<file path="src/hw/rtl/tspq_pkg.sv">
// Shared types, codes and the ordering function of the timestamp priority queue.
package tspq_pkg;

	// Number of cells in the queue and the width of the fill counter.
	localparam int QUEUE_DEPTH = 16;
	localparam int CNT_W       = $clog2(QUEUE_DEPTH + 1);

	// Fixed field widths of the command and result ports.
	localparam int TIME_W  = 16;
	localparam int ID_W    = 8;
	localparam int ENTRY_W = 5;
	localparam int ERR_W   = 2;

	// Command codes.
	localparam logic CMD_INSERT  = 1'b0;
	localparam logic CMD_RELEASE = 1'b1;

	// Error codes.
	localparam logic [ERR_W-1:0] ERR_NONE  = 2'd0;
	localparam logic [ERR_W-1:0] ERR_FULL  = 2'd1;
	localparam logic [ERR_W-1:0] ERR_EMPTY = 2'd2;

	// One stored request.
	typedef struct packed {
		logic [TIME_W-1:0] stamp;
		logic [ID_W-1:0]   id;
	} pair_t;

	// Per-cycle operation broadcast to every cell.
	typedef struct packed {
		logic ins;
		logic rel;
	} cell_ctl_t;

	// True when the stored pair sorts strictly after the new pair.
	function automatic logic sorts_after(input pair_t held, input pair_t fresh);
		logic res;
		if (held.stamp != fresh.stamp) begin
			res = held.stamp > fresh.stamp;
		end else begin
			res = held.id > fresh.id;
		end
		return res;
	endfunction

endpackage

</file>
<file path="src/hw/rtl/tspq_cell.sv">
// One cell of the sorted shift-register queue.
module tspq_cell (
	input  logic               clk,
	input  tspq_pkg::cell_ctl_t ctl,
	input  logic               occ,
	input  tspq_pkg::pair_t    new_pair,
	input  logic               prev_after,
	input  tspq_pkg::pair_t    prev_pair,
	input  tspq_pkg::pair_t    next_pair,
	output tspq_pkg::pair_t    pair,
	output logic               after
);
	import tspq_pkg::*;

	pair_t pair_q;
	pair_t pair_d;

	// An empty cell counts as sorting after any new pair, so the insert lands at the tail.
	assign after = !occ || sorts_after(pair_q, new_pair);
	assign pair  = pair_q;

	// Insert: the first cell that sorts after takes the new pair, later ones shift right.
	// Release: every cell but the last takes its right neighbour; the last keeps its own pair.
	always_comb begin
		pair_d = pair_q;
		if (ctl.ins && after) begin
			pair_d = prev_after ? prev_pair : new_pair;
		end else if (ctl.rel) begin
			pair_d = next_pair;
		end
	end

	// Payload storage needs no reset.
	always_ff @(posedge clk) begin
		pair_q <= pair_d;
	end

endmodule

</file>
<file path="src/hw/rtl/timestamp_priority_queue.sv">
// Top level of the timestamp priority queue: command port, cell chain and result registers.
//
// A command is transferred at a rising edge where start is high and busy is low. cmd selects
// an insert of (req_time, req_id) or a release of the smallest stored pair. busy is held low:
// the chain of cells never stalls a command, so a command can follow every cycle.
// The result appears in the cycle after the transfer, with done high for exactly that cycle:
// head_valid, head_time and head_id describe the smallest pair after the command (zero when
// the queue is empty), entry_count the number of stored pairs, and err_code reports an insert
// into a full queue or a release from an empty one; such commands leave the store unchanged.
// Throughput is one command per cycle, as every cell updates at the same edge,
// each comparing its own pair with the new one in parallel.
// Pairs sort by timestamp and then by id; a pair equal to stored ones goes behind them.
// Reset empties the queue and clears done and err_code; the pair storage itself is not cleared.
// The receiver cannot stall: each result must be taken in the cycle that done is high.
module timestamp_priority_queue (
	input  logic                        clk,
	input  logic                        arst_n,
	input  logic                        start,
	output logic                        busy,
	input  logic                        cmd,
	input  logic [tspq_pkg::TIME_W-1:0] req_time,
	input  logic [tspq_pkg::ID_W-1:0]   req_id,
	output logic                        done,
	output logic                        head_valid,
	output logic [tspq_pkg::TIME_W-1:0] head_time,
	output logic [tspq_pkg::ID_W-1:0]   head_id,
	output logic [tspq_pkg::ENTRY_W-1:0] entry_count,
	output logic [tspq_pkg::ERR_W-1:0]  err_code
);
	import tspq_pkg::*;

	logic             accept;
	cell_ctl_t        ctl;
	pair_t            new_pair;
	pair_t            cell_pair  [QUEUE_DEPTH];
	logic             cell_after [QUEUE_DEPTH];
	logic [CNT_W-1:0] fill_q;
	logic             done_q;
	logic [ERR_W-1:0] err_q;

	// Command transfer and the operation broadcast to the cells.
	assign busy     = 1'b0;
	assign accept   = start && !busy;
	assign new_pair = '{stamp: req_time, id: req_id};
	assign ctl.ins  = accept && (cmd == CMD_INSERT) && (fill_q != CNT_W'(QUEUE_DEPTH));
	assign ctl.rel  = accept && (cmd == CMD_RELEASE) && (fill_q != '0);

	// The chain of cells, slot 0 holding the smallest pair.
	for (genvar i = 0; i < QUEUE_DEPTH; i++) begin : g_cell
		localparam logic [CNT_W-1:0] IDX = CNT_W'(i);
		logic  prev_after;
		pair_t prev_pair;
		pair_t next_pair;

		if (i == 0) begin : g_first
			assign prev_after = 1'b0;
			assign prev_pair  = new_pair;
		end else begin : g_mid
			assign prev_after = cell_after[i-1];
			assign prev_pair  = cell_pair[i-1];
		end

		if (i == QUEUE_DEPTH - 1) begin : g_last
			assign next_pair = cell_pair[i];
		end else begin : g_inner
			assign next_pair = cell_pair[i+1];
		end

		tspq_cell u_cell (
			.clk        (clk),
			.ctl        (ctl),
			.occ        (IDX < fill_q),
			.new_pair   (new_pair),
			.prev_after (prev_after),
			.prev_pair  (prev_pair),
			.next_pair  (next_pair),
			.pair       (cell_pair[i]),
			.after      (cell_after[i])
		);
	end

	// Fill count, result strobe and error code.
	always_ff @(posedge clk or negedge arst_n) begin
		if (!arst_n) begin
			fill_q <= '0;
			done_q <= 1'b0;
			err_q  <= ERR_NONE;
		end else begin
			done_q <= accept;
			if (ctl.ins) begin
				fill_q <= fill_q + CNT_W'(1);
			end else if (ctl.rel) begin
				fill_q <= fill_q - CNT_W'(1);
			end
			if (accept) begin
				if (cmd == CMD_INSERT) begin
					err_q <= ctl.ins ? ERR_NONE : ERR_FULL;
				end else begin
					err_q <= ctl.rel ? ERR_NONE : ERR_EMPTY;
				end
			end
		end
	end

	// Result ports read the state left by the last transferred command.
	assign done        = done_q;
	assign head_valid  = (fill_q != '0);
	assign head_time   = head_valid ? cell_pair[0].stamp : '0;
	assign head_id     = head_valid ? cell_pair[0].id : '0;
	assign entry_count = ENTRY_W'(fill_q);
	assign err_code    = err_q;

`ifndef NO_ASSERTIONS
	// The fill count never passes the number of cells.
	a_fill_bound: assert property (@(posedge clk) disable iff (!arst_n)
		fill_q <= CNT_W'(QUEUE_DEPTH))
		else $error("fill count exceeds queue depth");

	// Every transferred command gives exactly one result in the next cycle.
	a_done_follows: assert property (@(posedge clk) disable iff (!arst_n)
		accept |=> done)
		else $error("result strobe missing after a command");

	// A refused command leaves the fill count unchanged and reports an error code.
	a_refused_stable: assert property (@(posedge clk) disable iff (!arst_n)
		(accept && !ctl.ins && !ctl.rel) |=> ($stable(fill_q) && err_code != ERR_NONE))
		else $error("refused command changed the queue");

	// The two smallest stored pairs are in order.
	a_head_sorted: assert property (@(posedge clk) disable iff (!arst_n)
		(fill_q > CNT_W'(1)) |-> !sorts_after(cell_pair[0], cell_pair[1]))
		else $error("head pair out of order");
`endif

endmodule
</file>
<file path="config.mk">
export PLATFORM = sky130hd
export DESIGN_NAME = timestamp_priority_queue
export DESIGN_NICKNAME = d
export VERILOG_FILES = /design/src/hw/rtl/tspq_pkg.sv /design/src/hw/rtl/tspq_cell.sv /design/src/hw/rtl/timestamp_priority_queue.sv
export SDC_FILE = /design/constraint.sdc
export NUM_CORES = 1
export LEC_CHECK = 0
export ABC_CLOCK_PERIOD_IN_PS = 4900
export BUFFER_PORTS_ARGS = -buffer_cell sky130_fd_sc_hd__buf_2
export CAP_MARGIN = 5
export CELL_PAD_IN_SITES_DETAIL_PLACEMENT = 0
export CELL_PAD_IN_SITES_GLOBAL_PLACEMENT = 1
export CORE_MARGIN = 3
export CORE_UTILIZATION = 52
export CTS_CLUSTER_SIZE = 20
export DETAILED_ROUTE_END_ITERATION = 7
export PLACE_DENSITY = 0.8
export SLEW_MARGIN = 0
export SYNTH_ARGS = -nofsm -noshare
export SYNTH_HDL_FRONTEND = slang
export SYNTH_SLANG_ARGS = --single-unit
</file>
<file path="constraint.sdc">
create_clock -name clk -period 4.9 [get_ports clk]
set_clock_uncertainty 0.05 [all_clocks]
set_input_delay 0.98 -clock clk [delete_from_list [all_inputs] [get_ports clk]]
set_output_delay 0.98 -clock clk [all_outputs]
set_load 0.05 [all_outputs]
</file>
Word level (Yosys, flattened, before mapping)
Index checks and enable logic that the tools add are counted.
W data, S select, Z words.

word-level totals
  bits in registers = 392
  input port bits = 28
  output and inout port bits = 34
  logic and storage cells = 240

cells by class
  $add $sub $neg = 2
  magnitude comparators = 48
  eq/ne operators = 17
  muxes and demuxes = 68
  bitwise logic cells = 1
  reductions and logical operators = 69

operators with widths
  cell                   count
  $mux W24               45
  $gt A16 B16 Y1         16
  $ne A16 B16 Y1         16
  $gt A8 B8 Y1           16
  $lt A4 B5 Y1 const A   8
  $reduce_bool A2 Y1     16
  $logic_and A1 B1 Y1    20
  $lt A3 B5 Y1 const A   4
  $mux W1                17
  $logic_not A1 Y1       16
  $logic_or A1 B1 Y1     16
  $mux W16               1
  $lt A1 B5 Y1 const A   2
  $lt A2 B5 Y1 const A   2
  $mux W5                2
  $mux W8                1
  $add A5 B1 Y5 const B  1
  $ne A5 B5 Y1 const B   1
  $reduce_bool A5 Y1     1
  $sub A5 B1 Y5 const B  1
  $mux W2                2
  $not A1 Y1             1

Depth between registers and ports, before layout
Gate-level depths: netlist (run 1).

  depth in word-level cells = 5
  depth in mapped cells = 13
  mapped depth without buffers = 9

By module
Synthesis (run 1) repeated with hierarchy kept, for this count alone.

unflattened totals
  cells, all modules = 3145
  area, all modules = 34090.2 um^2

modules (own cells, without submodules)
  module                    instances  cells each  area each (um^2)  seq. area each (um^2)
  tspq_cell                 16         190         2079.5            720.7
  timestamp_priority_queue  1          105         818.3             200.2

Least setup slack after synthesis (run 1)
No wires, ideal clock.

  kind = input-to-reg
  from = in req_time[14] in the netlist's numbering
  to = reg g_cell[8].u_cell.pair_q (netlist bit g_cell[8].u_cell.pair[0]) (enable)
  setup time = 438 ps
  arrival = 5282 ps
  required time = 4412 ps
  slack = -871 ps
  stages on the path = 11
  path buffers = 4
  cell sequence = clkbuf_1 > clkbuf_1 > inv_1 > ha_1 > nand4_1 > or4_1 > a211o_1 > and3_1 > buf_2 > buf_4 > o21ai_0

on the way
  word-level cells in the longest chain between the ends = 5
  elaborated cells between the ends (all ways) = 6
  classes of those cells = 1 x order compare; 1 x eq/ne; 1 x mux; 3 x reduce/logical

RTL lines
  what                                              RTL line                        source
  start: declaration                                timestamp_priority_queue.sv:21  input logic [tspq_pkg::TIME_W-1:0] req_time,
  $gt A16 B16 Y1 or $ne A16 B16 Y1 (tied branches)  tspq_pkg.sv:39, tspq_pkg.sv:38
  $mux W1 *                                         tspq_pkg.sv:38                  if (held.stamp != fresh.stamp) begin
  $logic_or A1 B1 Y1 *                              tspq_cell.sv:19                 assign after = !occ || sorts_after(pair_q, new_pair);
  $logic_and A1 B1 Y1 *                             tspq_cell.sv:26                 if (ctl.ins && after) begin
  $reduce_bool A2 Y1 (no line) *                    n/a
  end signal: assignment                            tspq_cell.sv:35                 pair_q <= pair_d;
  end: declaration                                  tspq_cell.sv:15                 pair_t pair_q;

Every way passes the cells marked *; elsewhere a longest branch is shown, timed or not.
A chain may end at the register's enable or synchronous reset.

==> out/metrics.cfg, run 1 <==
[status]
status = completed

[timing]
tightest_slew_ps = 1004
clock.fmax_mhz = 231.6
finalWorstSetupSlack_ps = 582.6
hold_violations = 0
fin_crit_ps = 4317
setup_tns_ps = 0
slew_viol_final = 0
slew_headroom_pct = 31.32
grt_setup_unrepaired = false
hold_ws_ps = 204.8
finalCritPeriodShare_pct = 88.11
finalSetupViolCount = 0

[power]
p_leak_nw = 13.13
ir_worst_vdd_uv = 304.1
cellPowerDensity_mw_per_mm2 = 471.8

[yosys]
netlist_instances = 2715
synth.distinct_cells = 57
ys_ff_latch = 392
synth_top_cell_area_share_pct = 39.74
seq_area_frac_synth_pct = 40.43
ys_top_cells_by_area = edfxtp_1, ha_1, a21oi_1
yosysWarnings = 0
netlist_area_sq_mm = 0.02902
ys_async_sr_fraction_pct = 2.041
avgSynthCellArea_sq_um = 10.69
synth_area_leader_cell = edfxtp_1
synth.most_common_cell = a21oi_1
synth_nets = 3130
synth-edff-count = 384
synth_ff_type = edfxtp_1
yosys-top-cells-count = a21oi_1, ha_1, edfxtp_1

[global_route]
grt_pass1_vias = 23790
grt_max_degree = 74
overflow = 0
antenna_found_initial = 0
grt_first_pass_wirelength_mm = 139.1
grtUsageTotal_pct = 29.84

[routing]
dr.first_iter.drc_count = 2116
firstDrtPassIters = 5
wl_per_cell_microns = 25.21
ant_nets = 0
viasPerCell = 6.613
drc = 0
wirelength_mm = 89.38
vias = 23440

[floorplan]
initial_utilization_pct = 53.19
die-width_microns = 242.2
io_pins = 62
coreArea_sq_mm = 0.05456
die_area_sq_mm = 0.05867
chipHeight_microns = 242.2
rows = 85

[clock_network]
cts.hold.buffers_added = 0
htreeDepth = 2
cts.sinks = 392
cts_tree = built
ctsResizeCount = 0
cts.root.buffer_cell = clkbuf_16
numCtsBuffers = 48
cts.path.max_buffers = 3
worstSkewPairLatency_ps = 590
cts_setup_buffers = 0
clk_pin_slew_ps = 60

[finish]
seqCellArea_sq_mm = 0.01173
fin_cells = 3545
multiInputGateArea_sq_mm = 0.01632
drive_gt1_share_pct = 14.83
fill_cells = 4523
diodes = 0
nets = 3189
final_core_util_pct = 59.03
syn_to_final_growth_pct = 10.99

[setup_path]
crit_fanout = 27
cp-end-kind = flip-flop
cp.required_ps = 5180
ff2ff_path_depth = 8
cp-start-kind = input pin
cp.arrival_ps = 4600
path_class = in -> reg

[place]
dp_slack_ps = 141.4
place.gp.congestion = 0.9163
portBuffers = 60
hpwl_mm = 68.08
place_inst = 3463

[job]
max_cap_violations = 0

[hold_path]
hold_class = in -> async

[through the flow]
step	area [sq um]	power [mW]
after global routing	32210	16.02
final	32210	15.19
after CTS	32210	15.14
after detailed placement	30680	11.55
after floorplan	29030	9.684
after global placement	30680	11.29
[registers in the layout, summed over array words and instances (netlist names)]
| register | cells |
|---|---|
| done | 1 |
| g_cell.u_cell.pair | 384 |
| entry_count | 5 |
| err_code | 2 |
[area by class of cell]
type	count	area share, %
clock buffers	58	4.005
multi-input cells	2069	50.68
inverters	63	0.7342
clock inverters	24	0.7381
repair buffers	200	4.545
flip-flops and latches	392	36.42
well taps	739	2.871
[metal layers]
layer	track usage, %	share of wire, %	wire length [microns]
met2	45.34	44	39290
met5	0	0	0
met3	4.328	7.4	6590
met4	9.936	3.1	2809
met1	43.74	46	40700
[path summary, 6_finish.rpt]
kind | startpoint | endpoint | slack, ps
max in group asynchronous | arst_n | entry_count[0] | 4360
worst min-delay path | arst_n | done | 200
worst max register to register | g_cell[13].u_cell.pair[20] | g_cell[14].u_cell.pair[4] | 1130
min in group clk | err_code[0] | err_code[0] | 500
worst max-delay path | req_time[9] | g_cell[14].u_cell.pair[4] | 580
worst min register to register | err_code[0] | err_code[0] | 500
[logic make-up (layout without fill, tap and decap cells)]
family / count (synthesis) / count (layout) / share of synthesized area (%)
fa+ha+maj: 387 / 387 / 16.69
xor+xnor: 4 / 4 / 0.1207
compound gates: 880 / 880 / 16.63
simple gates: 365 / 365 / 6.968
flops: 392 / 392 / 40.43
buf+inv: 254 / 345 / 3.682
mux: 432 / 432 / 15.48
other cells: 1 / 1 / 0.01292
[where the power goes]
part           internal, mW  total [mW]  switching, mW  leakage (nW)
Sequential             4.73        5.41          0.685          3.73
Combinational          2.48        6.20           3.72          8.66
Clock                  2.11        3.58           1.46         0.749
Total                  9.32        15.2           5.87          13.1
[worst max-delay path: stages]
cell and delay, ps:
buf_2 100, inv_1 430, buf_4 300, ha_1 180, nand4_1 200, nor4_1 660, o221ai_1 430, o211ai_1 220
buf_4 370, mux2_2 390, mux2_2 260
[layout by cell type (no fill, tap or decap), types with 58 or more instances in the layout]
master and n:
buf_4 131, a21oi_1 681, buf_2 60, inv_1 62, edfxtp_1 384, nand4_1 96
mux2_2 130, nand2_1 58, ha_1 387, mux2i_1 299
Power figures use the tool's default switching activity.
==> inputs of run 2 (changes only) <==
--- a/config.mk
+++ b/config.mk
@@ -12,8 +12,9 @@
 export CELL_PAD_IN_SITES_GLOBAL_PLACEMENT = 1
 export CORE_MARGIN = 3
 export CORE_UTILIZATION = 52
-export CTS_CLUSTER_SIZE = 20
+export CTS_BUF_LIST = sky130_fd_sc_hd__clkbuf_4 sky130_fd_sc_hd__clkbuf_8 sky130_fd_sc_hd__clkbuf_16
 export DETAILED_ROUTE_END_ITERATION = 7
+export GPL_ROUTABILITY_DRIVEN = 0
 export PLACE_DENSITY = 0.8
 export SLEW_MARGIN = 0
 export SYNTH_ARGS = -nofsm -noshare
==> out/metrics.cfg, run 2 (same netlist as run 1, synthesis figures left out) <==
[status]
status = completed  ; unchanged

[finish]
layout_commonest_cell = a21oi_1  ; unchanged
fill_cells = 4543  ; was 4523
diodes = 0  ; unchanged
syn_to_final_growth_pct = 11.25  ; was 10.99%
nets = 3184  ; was 3189
fin_cells = 3544  ; was 3545
final_core_util_pct = 59.17  ; was 59.03%
final_area_sq_mm = 0.03228  ; was 0.03221 sq mm
largest_register_ffs = 384  ; unchanged
drive_gt1_share_pct = 15.22  ; was 14.83%
layout_common_cells = a21oi_1, ha_1, edfxtp_1, mux2i_1, mux2_2  ; was a21oi_1, ha_1, edfxtp_1, mux2i_1, buf_4

[global_route]
grt.met1_usage_pct = 44.02  ; was 43.74%
grt_first_pass_wirelength_mm = 139.4  ; was 139.1 mm
grt_pass1_vias = 23360  ; was 23790
grt_use_met2_pct = 45.98  ; was 45.34%
grt_max_degree = 95  ; was 74
antenna_found_initial = 2  ; was 0
grt_use_met3_pct = 5.058  ; was 4.328%
grtUsageTotal_pct = 30.02  ; was 29.84%
grt.busiest_layer = met2  ; unchanged
overflow = 0  ; unchanged

[floorplan]
coreArea_sq_mm = 0.05456  ; unchanged
io_pins = 62  ; unchanged
initial_utilization_pct = 53.19  ; unchanged
rows = 85  ; unchanged
chipHeight_microns = 242.2  ; unchanged
die-width_microns = 242.2  ; unchanged
die_area_sq_mm = 0.05867  ; unchanged

[timing]
clock.fmax_mhz = 213.6  ; was 231.6 MHz
setup_tns_ps = 0  ; unchanged
finalCritPeriodShare_pct = 95.53  ; was 88.11%
grt_setup_unrepaired = false  ; unchanged
tightest_slew_ps = 875.4  ; was 1004 ps
hold_violations = 0  ; unchanged
finalSetupViolCount = 0  ; unchanged
slew_headroom_pct = 41.10  ; was 31.32%
finalWorstSetupSlack_ps = 219.0  ; was 582.6 ps
slew_viol_final = 0  ; unchanged
fin_crit_ps = 4681  ; was 4317 ps
hold_ws_ps = 219.7  ; was 204.8 ps

[clock_network]
cts.sinks = 392  ; unchanged
clk_pin_slew_ps = 60  ; about the same
cts.root.buffer_cell = clkbuf_16  ; unchanged
cts_tree = built  ; unchanged
cts_setup_buffers = 0  ; unchanged
cts.path.max_buffers = 3  ; unchanged
numCtsBuffers = 46  ; was 48
worstSkewPairLatency_ps = 590  ; about the same
htreeDepth = 2  ; unchanged
ctsResizeCount = 0  ; unchanged
cts.hold.buffers_added = 0  ; unchanged

[setup_path]
cp-end-kind = flip-flop  ; unchanged
path_class = in -> reg  ; unchanged
critPathBufInv = 5  ; was 4
ff2ff_setup_slack_ps = 930  ; was 1130 ps
cp-start-kind = input pin  ; unchanged
cp_slowest_stage_delay_ps = 760  ; was 660 ps
cpMaxStageDelayCell = nor4_1  ; unchanged
cp.required_ps = 5090  ; was 5180 ps
crit_path_cell_trace = buf_2, inv_1, buf_4, ha_1, nand4_1, nor4_1, o221ai_1, o211ai_1, buf_4, and2_1, nand2b_1, buf_4  ; was buf_2, inv_1, buf_4, ha_1, nand4_1, nor4_1, o221ai_1, o211ai_1, buf_4, mux2_2, mux2_2
cp.arrival_ps = 4870  ; was 4600 ps
crit_fanout = 25  ; was 27
crit_top_cell = buf_4
reg2reg_from = g_cell[13].u_cell.pair[21]  ; was g_cell[13].u_cell.pair[20]
critPathTopFamily = buffers and inverters  ; unchanged
cp-startpoint = req_time[15]  ; was req_time[9]

[routing]
vias = 23540  ; was 23440
ant_nets = 0  ; unchanged
wirelength_mm = 90.65  ; was 89.38 mm
wl_per_cell_microns = 25.58  ; was 25.21 microns
viasPerCell = 6.643  ; was 6.613
firstDrtPassIters = 5  ; unchanged
dr.first_iter.drc_count = 2318  ; was 2116
drc = 0  ; unchanged

[place]
place_area_sq_mm = 0.03071  ; was 0.03068 sq mm
hpwl_mm = 68.74  ; was 68.08 mm
place_inst = 3460  ; was 3463
portBuffers = 60  ; unchanged
dp_slack_ps = -211.0  ; was 141.4 ps

[power]
swShare_pct = 38.43  ; was 38.63%
p_leak_nw = 13.18  ; was 13.13 nW
intPower_mw = 9.379  ; was 9.324 mW
seq_power_share_pct = 35.7  ; was 35.6%
cellPowerDensity_mw_per_mm2 = 471.9  ; was 471.8 mW/mm^2
power_frac_clock_pct = 23.8  ; was 23.5%
ir_worst_vdd_uv = 314.2  ; was 304.1 uV
power.switching_mw = 5.855  ; was 5.870 mW
p_total_mw = 15.23  ; was 15.19 mW
power_frac_comb_pct = 40.5  ; was 40.8%

[job]
max_cap_violations = 0  ; unchanged

[hold_path]
hold_class = in -> async  ; unchanged

run 2: power groups by stage:
stage | registers (mW) | logic, mW | clock network (mW)
finish | 5.44 | 6.17 | 3.63
global route | 5.50 | 6.73 | 3.80
CTS | 5.41 | 6.08 | 3.66
detailed placement | 5.47 | 6.06 | 0
global placement | 5.47 | 5.81 | 0
floorplan | 5.21 | 4.48 | 0
run 2: path summary, 6_finish.rpt:
path,to,depth (start not counted)
setup / recovery,g_cell[13].u_cell.pair[22],12
hold / removal,err_code[0],1
setup reg to reg,g_cell[13].u_cell.pair[22],9
hold reg to reg,err_code[0],1
max in group asynchronous,entry_count[4],1
min in group clk,err_code[0],1
run 2: final cells by class:
cell class | instances | area, sq um | area share (%)
Clock inverter | 20 | 222.7 | 0.6899
Tap cell | 739 | 924.6 | 2.864
Inverter | 63 | 236.5 | 0.7326
Timing Repair Buffer | 197 | 1491 | 4.620
Sequential cell | 392 | 11730 | 36.34
Multi-Input combinational cell | 2069 | 16320 | 50.57
Clock buffer | 64 | 1351 | 4.186
run 2: routing by layer:
layer / part of all wire (%) / vias up / wire length [microns]
met5: 0.030 / - / 27
met4: 2.7 / 4 / 2486
met3: 7.9 / 190 / 7171
met2: 44 / 1017 / 39930
met1: 45 / 11630 / 41040
li1: - / 10700 / -
